**src/hdl/assert_macros.svh**
```systemverilog
// Assertion helpers shared by the RTL of the closest point block.
// Simulation builds get concurrent assertions; synthesis builds get nothing.
`ifndef ASSERT_MACROS_SVH
`define ASSERT_MACROS_SVH
`ifndef SYNTHESIS
`define TCP_ASSERT(lbl, clk, rstn, prop, msg) \
  lbl: assert property (@(posedge clk) disable iff (!rstn) prop) else $error(msg);
`define TCP_ASSERT_NEVER(lbl, clk, rstn, cond, msg) \
  lbl: assert property (@(posedge clk) disable iff (!rstn) !(cond)) else $error(msg);
`else
`define TCP_ASSERT(lbl, clk, rstn, prop, msg)
`define TCP_ASSERT_NEVER(lbl, clk, rstn, cond, msg)
`endif
`endif

```
**src/hdl/tcp_pkg.sv**
```systemverilog
`timescale 1ns / 1ps
package tcp_pkg;

  localparam int CW  = 32;         // coordinate width
  localparam int DW  = CW + 1;     // coordinate difference width
  localparam int PW  = 2 * DW;     // product of two differences
  localparam int SW  = PW + 4;     // sums and differences of products
  localparam int NW  = PW + 2;     // unsigned numerator and denominator
  localparam int MW  = CW;         // magnitude of an edge component
  localparam int KW  = 23;         // numerator chunk for partial products
  localparam int NCH = 3;          // number of numerator chunks
  localparam int PPW = KW + MW;    // partial product width
  localparam int DVW = NW + MW + 2; // dividend and remainder width
  localparam int QW  = MW;         // quotient width

  localparam logic [2:0] REG_A  = 3'd0;
  localparam logic [2:0] REG_B  = 3'd1;
  localparam logic [2:0] REG_AB = 3'd2;
  localparam logic [2:0] REG_C  = 3'd3;
  localparam logic [2:0] REG_AC = 3'd4;
  localparam logic [2:0] REG_BC = 3'd5;
  localparam logic [2:0] REG_IN = 3'd6;

  typedef struct packed {
    logic signed [CW-1:0] ax;
    logic signed [CW-1:0] ay;
    logic signed [CW-1:0] bx;
    logic signed [CW-1:0] by;
    logic signed [CW-1:0] cx;
    logic signed [CW-1:0] cy;
    logic signed [CW-1:0] px;
    logic signed [CW-1:0] py;
  } in_item_t;

  typedef struct packed {
    logic signed [CW-1:0] qx;
    logic signed [CW-1:0] qy;
    logic [2:0]           region;
    logic                 degenerate;
  } out_item_t;

  typedef struct packed {
    logic signed [SW-1:0] d1;
    logic signed [SW-1:0] d2;
    logic signed [SW-1:0] d3;
    logic signed [SW-1:0] d4;
    logic signed [SW-1:0] d5;
    logic signed [SW-1:0] d6;
    logic signed [SW-1:0] k;
    logic signed [SW-1:0] cab;
    logic signed [SW-1:0] cac;
    logic signed [SW-1:0] cbc;
    logic signed [DW-1:0] abx;
    logic signed [DW-1:0] aby;
    logic signed [DW-1:0] acx;
    logic signed [DW-1:0] acy;
    logic signed [DW-1:0] bcx;
    logic signed [DW-1:0] bcy;
    in_item_t             pt;
  } front_t;

  typedef struct packed {
    logic [NW-1:0]        num;
    logic [NW-1:0]        den;
    logic [MW-1:0]        mx;
    logic [MW-1:0]        my;
    logic                 negx;
    logic                 negy;
    logic signed [CW-1:0] basex;
    logic signed [CW-1:0] basey;
    logic [2:0]           region;
    logic                 deg;
  } sel_t;

  typedef struct packed {
    logic [DVW-1:0]       rx;
    logic [DVW-1:0]       ry;
    logic [QW-1:0]        qx;
    logic [QW-1:0]        qy;
    logic [NW:0]          dd;
    logic                 negx;
    logic                 negy;
    logic signed [CW-1:0] basex;
    logic signed [CW-1:0] basey;
    logic [2:0]           region;
    logic                 deg;
  } div_t;

endpackage

```
**src/hdl/tcp_select.sv**
```systemverilog
`timescale 1ns / 1ps
// Region tests in one stage, then the priority choice of the result case.
module tcp_select import tcp_pkg::*; (
  input  logic   clk_i,
  input  logic   rst_ni,
  input  logic   en_i,
  input  logic   valid_i,
  input  front_t fr_i,
  output logic   valid_o,
  output sel_t   sel_o
);

  typedef struct packed {
    logic                 c0;
    logic                 c1;
    logic                 c2;
    logic                 c3;
    logic                 c4;
    logic                 c5;
    logic                 deg5;
    logic                 deg6;
    logic signed [SW-1:0] d1;
    logic signed [SW-1:0] d2;
    logic signed [SW-1:0] e1;
    logic signed [SW-1:0] den_ab;
    logic signed [SW-1:0] den_ac;
    logic signed [SW-1:0] den_bc;
    logic signed [DW-1:0] abx;
    logic signed [DW-1:0] aby;
    logic signed [DW-1:0] acx;
    logic signed [DW-1:0] acy;
    logic signed [DW-1:0] bcx;
    logic signed [DW-1:0] bcy;
    in_item_t             pt;
  } cond_t;

  cond_t                cond_d, cond_q;
  sel_t                 sel_d, sel_q;
  logic signed [SW-1:0] e2;
  logic [1:0]           vld_q;

  function automatic logic is_neg(input logic signed [SW-1:0] v);
    return v[SW-1];
  endfunction

  function automatic logic is_le0(input logic signed [SW-1:0] v);
    return v[SW-1] || (v == '0);
  endfunction

  function automatic logic is_pos(input logic signed [SW-1:0] v);
    return !v[SW-1] && (v != '0);
  endfunction

  // True when the sign of k times the sign of v is not positive.
  function automatic logic side_ok(input logic signed [SW-1:0] k,
                                   input logic signed [SW-1:0] v);
    return !((is_pos(k) && is_pos(v)) || (is_neg(k) && is_neg(v)));
  endfunction

  function automatic logic [MW-1:0] mag(input logic signed [DW-1:0] v);
    logic signed [DW-1:0] t;
    t = v[DW-1] ? -v : v;
    return t[MW-1:0];
  endfunction

  always_comb begin
    cond_d.e1     = fr_i.d4 - fr_i.d3;
    e2            = fr_i.d5 - fr_i.d6;
    cond_d.den_ab = fr_i.d1 - fr_i.d3;
    cond_d.den_ac = fr_i.d2 - fr_i.d6;
    cond_d.den_bc = fr_i.d4 - fr_i.d3 + fr_i.d5 - fr_i.d6;
    cond_d.c0     = is_le0(fr_i.d1) && is_le0(fr_i.d2);
    cond_d.c1     = !is_neg(fr_i.d3) && is_le0(cond_d.e1);
    cond_d.c2     = side_ok(fr_i.k, fr_i.cab) && !is_neg(fr_i.d1) && is_neg(fr_i.d3);
    cond_d.c3     = !is_neg(fr_i.d6) && is_le0(e2);
    cond_d.c4     = side_ok(fr_i.k, fr_i.cac) && is_pos(fr_i.d2) && is_neg(fr_i.d6);
    cond_d.c5     = side_ok(fr_i.k, fr_i.cbc) && !is_neg(cond_d.e1) && !is_neg(e2);
    cond_d.deg5   = (cond_d.den_bc == '0);
    cond_d.deg6   = (fr_i.k == '0);
    cond_d.d1     = fr_i.d1;
    cond_d.d2     = fr_i.d2;
    cond_d.abx    = fr_i.abx;
    cond_d.aby    = fr_i.aby;
    cond_d.acx    = fr_i.acx;
    cond_d.acy    = fr_i.acy;
    cond_d.bcx    = fr_i.bcx;
    cond_d.bcy    = fr_i.bcy;
    cond_d.pt     = fr_i.pt;
  end

  // Cases without interpolation keep a zero numerator over a unit denominator,
  // so the divider returns zero and the result is the base point.
  always_comb begin
    sel_d        = '0;
    sel_d.den    = NW'(1);
    sel_d.basex  = cond_q.pt.ax;
    sel_d.basey  = cond_q.pt.ay;
    sel_d.region = REG_A;
    priority if (cond_q.c0) begin
      sel_d.region = REG_A;
    end else if (cond_q.c1) begin
      sel_d.region = REG_B;
      sel_d.basex  = cond_q.pt.bx;
      sel_d.basey  = cond_q.pt.by;
    end else if (cond_q.c2) begin
      sel_d.region = REG_AB;
      sel_d.num    = cond_q.d1[NW-1:0];
      sel_d.den    = cond_q.den_ab[NW-1:0];
      sel_d.mx     = mag(cond_q.abx);
      sel_d.my     = mag(cond_q.aby);
      sel_d.negx   = cond_q.abx[DW-1];
      sel_d.negy   = cond_q.aby[DW-1];
    end else if (cond_q.c3) begin
      sel_d.region = REG_C;
      sel_d.basex  = cond_q.pt.cx;
      sel_d.basey  = cond_q.pt.cy;
    end else if (cond_q.c4) begin
      sel_d.region = REG_AC;
      sel_d.num    = cond_q.d2[NW-1:0];
      sel_d.den    = cond_q.den_ac[NW-1:0];
      sel_d.mx     = mag(cond_q.acx);
      sel_d.my     = mag(cond_q.acy);
      sel_d.negx   = cond_q.acx[DW-1];
      sel_d.negy   = cond_q.acy[DW-1];
    end else if (cond_q.c5) begin
      sel_d.region = REG_BC;
      if (cond_q.deg5) begin
        sel_d.deg = 1'b1;
      end else begin
        sel_d.basex = cond_q.pt.bx;
        sel_d.basey = cond_q.pt.by;
        sel_d.num   = cond_q.e1[NW-1:0];
        sel_d.den   = cond_q.den_bc[NW-1:0];
        sel_d.mx    = mag(cond_q.bcx);
        sel_d.my    = mag(cond_q.bcy);
        sel_d.negx  = cond_q.bcx[DW-1];
        sel_d.negy  = cond_q.bcy[DW-1];
      end
    end else begin
      sel_d.region = REG_IN;
      if (cond_q.deg6) begin
        sel_d.deg = 1'b1;
      end else begin
        sel_d.basex = cond_q.pt.px;
        sel_d.basey = cond_q.pt.py;
      end
    end
  end

  always_ff @(posedge clk_i) begin
    if (en_i) begin
      cond_q <= cond_d;
      sel_q  <= sel_d;
    end
  end

  always_ff @(posedge clk_i or negedge rst_ni) begin
    if (!rst_ni) begin
      vld_q <= '0;
    end else if (en_i) begin
      vld_q <= {vld_q[0], valid_i};
    end
  end

  assign valid_o = vld_q[1];
  assign sel_o   = sel_q;

endmodule

```
**config.mk**
```make
export PLATFORM = sky130hd
export DESIGN_NAME = tcp_select
export DESIGN_NICKNAME = d
export VERILOG_FILES = /design/src/hdl/assert_macros.svh /design/src/hdl/tcp_pkg.sv /design/src/hdl/tcp_select.sv
export SDC_FILE = /design/constraint.sdc
export NUM_CORES = 2
export LEC_CHECK = 0
export BUFFER_PORTS_ARGS = -buffer_cell sky130_fd_sc_hd__buf_2
export CAP_MARGIN = 20
export CORE_AREA = 2 2 549 551
export CTS_BUF_LIST = sky130_fd_sc_hd__clkbuf_4
export CTS_CLUSTER_SIZE = 16
export DETAILED_ROUTE_END_ITERATION = 8
export DIE_AREA = 0 0 551 553
export PLACE_DENSITY_LB_ADDON = 0.3
export SETUP_SLACK_MARGIN = 0.2
export SYNTH_ARGS = -nofsm -noshare
export SYNTH_HDL_FRONTEND = slang
export SYNTH_SLANG_ARGS = --single-unit
```
**constraint.sdc**
```tcl
create_clock -name clk_i -period 3.6 [get_ports clk_i]
set_input_delay 0.18 -clock clk_i [delete_from_list [all_inputs] [get_ports clk_i]]
set_output_delay 0.18 -clock clk_i [all_outputs]
set_load 0.01 [all_outputs]
```
==> impl_results.md <==
* Worst-path clk slew at approximately 0.06 ns
* RR Startpoint: cond_q[331]$_DFFE_PP_
* Reg2reg end: sel_o[97]$_SDFFCE_PP0P_
* Switch Pwr at 21700 uW
* Register area share after synthesis at between 40% and 50%
* Cell family with most CP delay: compound AO/OA/AOI/OAI gates
* DP HPWL at about 350000 um
* Final WL at ~460000 um
* Max transition margin at between 10% and 20%
* I/O Pins at between 1k and 1.5k
* Required time worst endpoint at 4.82 ns
* Nets at between 10k and 15k
* Reg power frac at between 30% and 40%
* Via count at 82.4k
* Worst path arrival time at about 6.9 ns
* CP max stage cell: fa_2
* Routed len/inst at between 20 and 30 um
* Largest fanout on the critical path at 4
* Clock power frac at around 23%
* Vias in the first global route at between 80k and 90k
* Setup TNS at -43.68 ns
* Clk root buf: clkbuf_4
* Busiest grt layer: met2
* Worst stage delay on the critical path at around 0.67 ns
* Fillers at roughly 29k
* Yosys top cell area share at 49.7%
* Worst Slack Setup Final at -2.12 ns
* Cell Pwr Density at 462 nW/um^2
* Setup violations, final at 56
* Vias per cell at ~5
* Fin cells at between 15k and 20k
* DRT Pass-1 Iters at 6
* DIE AREA at 305000 sq um
* First-pass GRT wire length at slightly above 600000 um
* Slew Limit Fails at 0
* Cell Area, Synth at 68900 sq um
* Setup crit end kind: flop
* Final Hold Viols at 1
* Setup crit start: fr_i[948]
* H-tree depth at 5
* Register bit total from synthesis at 1142
* Synthesis-to-finish area growth at 82.1%
* Die height at around 550 um
* Critical path class: in -> reg
* Period utilization at 159%
* # port buffers at between 1k and 1.5k
* GRT Util Overall at 28.9%
* Yosys cell types at 99
* Post-Syn Instances at ~6.5k
* CTS tree: built
* TritonCTS Sinks at around 1.1k
* R2R cell count at 13
* Clk buf depth at 4
* Number of synthesized flops with an enable pin at 1140
* # rows at 201
* Inst Count DP at ~14k
* Initial antenna violation count at 112
* RSZ-0062 raised after global routing: true
* Share of post-route cells with drive strength above 1 at roughly two fifths
* Residual antenna-violating net count after detailed routing at 0
* Max-cap violations at 0
* Met1 Use GR at a little under two fifths
* Die Wd at 551 um
* Clk_skew at ~0.15 ns
* Syn avg cell area at 10.6 sq um
* Hold depth at 7
* Footprint of the multi-input gates at 36300 sq um
* VDD IR max at between 0.2 and 0.3 mV
* Clock latency at the later pin of the worst-skew pair at ~1.4 ns
* Switching share of power at between 30% and 40%
* Logic pwr share at between 40% and 50%
* GR Overflow Total at 0
* Worst hold path class: in -> reg
* Pleak at about 0.054 uW
* GPL Wtd Cong at 1.01
* Min-delay src: fr_i[786]
* Ys flop type: edfxtp_1
* Internal Dissipation at between 30000 and 40000 uW
* Worst path most repeated cell: buf_6
* Failing checks: negative hold slack, negative setup slack
* Critical path buffers and inverters at 12
* Hold Path Sink: cond_q[507]$_DFFE_PP_
* Starting Density at 23.1%
* Worst-margin pin slew at ~1.2 ns
* CORE AREA at approximately 300000 sq um
* Pin count of the biggest net entering global routing at 124
* Tmin final at between 5 and 6 ns
* Synth area leader: edfxtp_1
* R2r setup slk at -0.27 ns
* DRC Markers at 0
* Initial drt markers at approximately 9.2k
* Register Area at 34300 sq um
* FFs w/ async S/R, synth at less than 1%
* Routing usage on met3 at 5.07%
* Outcome: finished with violations
* GRT met2 Usage at 44.3%
* Max Freq at around 170 MHz
* Post-Syn Nets at 8110
* Startpoint Class: primary input
* CTS buffer count at about 340
* Largest cells by area after synthesis: edfxtp_1 (50%), ha_1 (6.3%), xnor2_1 (3.6%)
* Hold Slack at -0.00648 ns
* Synth warnings at 0
-- cells by family (layout without fill, tap and decap cells) --
kind of cell	count (synthesis)	in the layout	share of synthesized area (%)
AO/OA/AOI/OAI	2012	2012	19.3
AND/OR/NAND/NOR	1635	1636	11.7
flip-flops	1142	1142	49.7
buffers and inverters	832	6601	4.61
XOR/XNOR	467	467	5.94
adder cells (fa/ha/maj)	421	421	8.44
multiplexers	22	22	0.334
other	0	108	0
-- worst register-to-register path: cells and delay by family, from the launching register on --
family	cells	cell delay, ns
flip-flops	1	0.45
AND/OR/NAND/NOR	6	1.87
buffers and inverters	3	0.41
XOR/XNOR	1	0.24
AO/OA/AOI/OAI	3	0.68
-- state kept, by name, indices dropped and copies added, names as in the netlist --
| name | flops |
|---|---|
| vld_q | 2 |
| cond_q | 870 |
| sel_o | 270 |
-- synthesized netlist by cell type (all sizes together), types with 93 or more instances --
cell and n:
a21o 166, nor2 306, nand4 103, edfxtp 1140, ha 348, xor2 187, nand2 544, o21ai 463
nor3 125, clkbuf 262, a221oi 95, nor4 136, nand3 93, inv 537, a22oi 238, a21oi 446
xnor2 280
-- timing repair --
item | 4_1_cts | 5_1_grt
cloned | 1 | 0
setup buffers | 76 | 79
hold buffers | 1930 | 53
setup endpoints to repair | 86 | 161
endpoints found under the hold margin | 1973 | 65
resized for setup | 467 | 469
pin swaps | 189 | 238
-- final cells by class --
cell class	instances	area share (%)
Timing Repair Buffer	5467	34.6
Multi-Input combinational cell	4558	28.9
Sequential cell	1142	27.3
Tap cell	3958	3.95
Clock buffer	465	2.78
Inverter	538	1.65
Clock inverter	131	0.587
Antenna cell	108	0.215
-- power by group through the flow --
stage | logic [uW] | registers, uW | clock network, uW
2_1_floorplan | 8580 | 17600 | 0
3_3_place_gp | 20200 | 18100 | 0
3_5_place_dp | 20200 | 18000 | 0
4_1_cts | 24600 | 17800 | 13400
5_1_grt | 28300 | 18000 | 14000
6_report | 27000 | 17900 | 13200
-- layout by cell type, fill, tap and decap left out, types with 222 or more instances in the layout --
master,instances
buf_4,1947
dlygate4sd3_1,1917
buf_2,1420
edfxtp_1,1140
nand2_1,525
inv_1,491
clkbuf_4,467
o21ai_0,367
a21oi_1,363
ha_1,288
nor2_1,273
xnor2_1,241
a22oi_1,222
-- how the worst max path moves through the flow --
stage,to,slack [ns],cells after the start
after floorplan,cond_q[875]$_DFFE_PP_,-2.43,27
after global placement,cond_q[875]$_DFFE_PP_,-4.07,35
after detailed placement,cond_q[875]$_DFFE_PP_,-4.16,32
after CTS,cond_q[875]$_DFFE_PP_,-1.89,32
after global routing,cond_q[875]$_DFFE_PP_,-2.22,32
final,cond_q[875]$_DFFE_PP_,-2.12,35
-- metrics by stage --
stage          setup slack [ns]  area [sq um]  utilization, %  total power [uW]
3_3_place_gp              -4.07         95800            32.1             38200
4_1_cts                   -1.89        122000            40.9             55800
6_report                  -2.12        125000            42.0             58000
3_5_place_dp              -4.16         95800            32.1             38200
2_1_floorplan             -2.43         69700               -             26200
5_1_grt                   -2.22        125000            42.0             60300
-- metal layers --
metal / part of all wire (%) / vias to the layer above / wire, um
li1: - / 35995 / -
met1: 41 / 40434 / 191000
met2: 43 / 4929 / 201000
met3: 8.8 / 1030 / 40800
met4: 6.5 / 42 / 30000
met5: 0.060 / - / 279
Power figures use the tool's default switching activity.
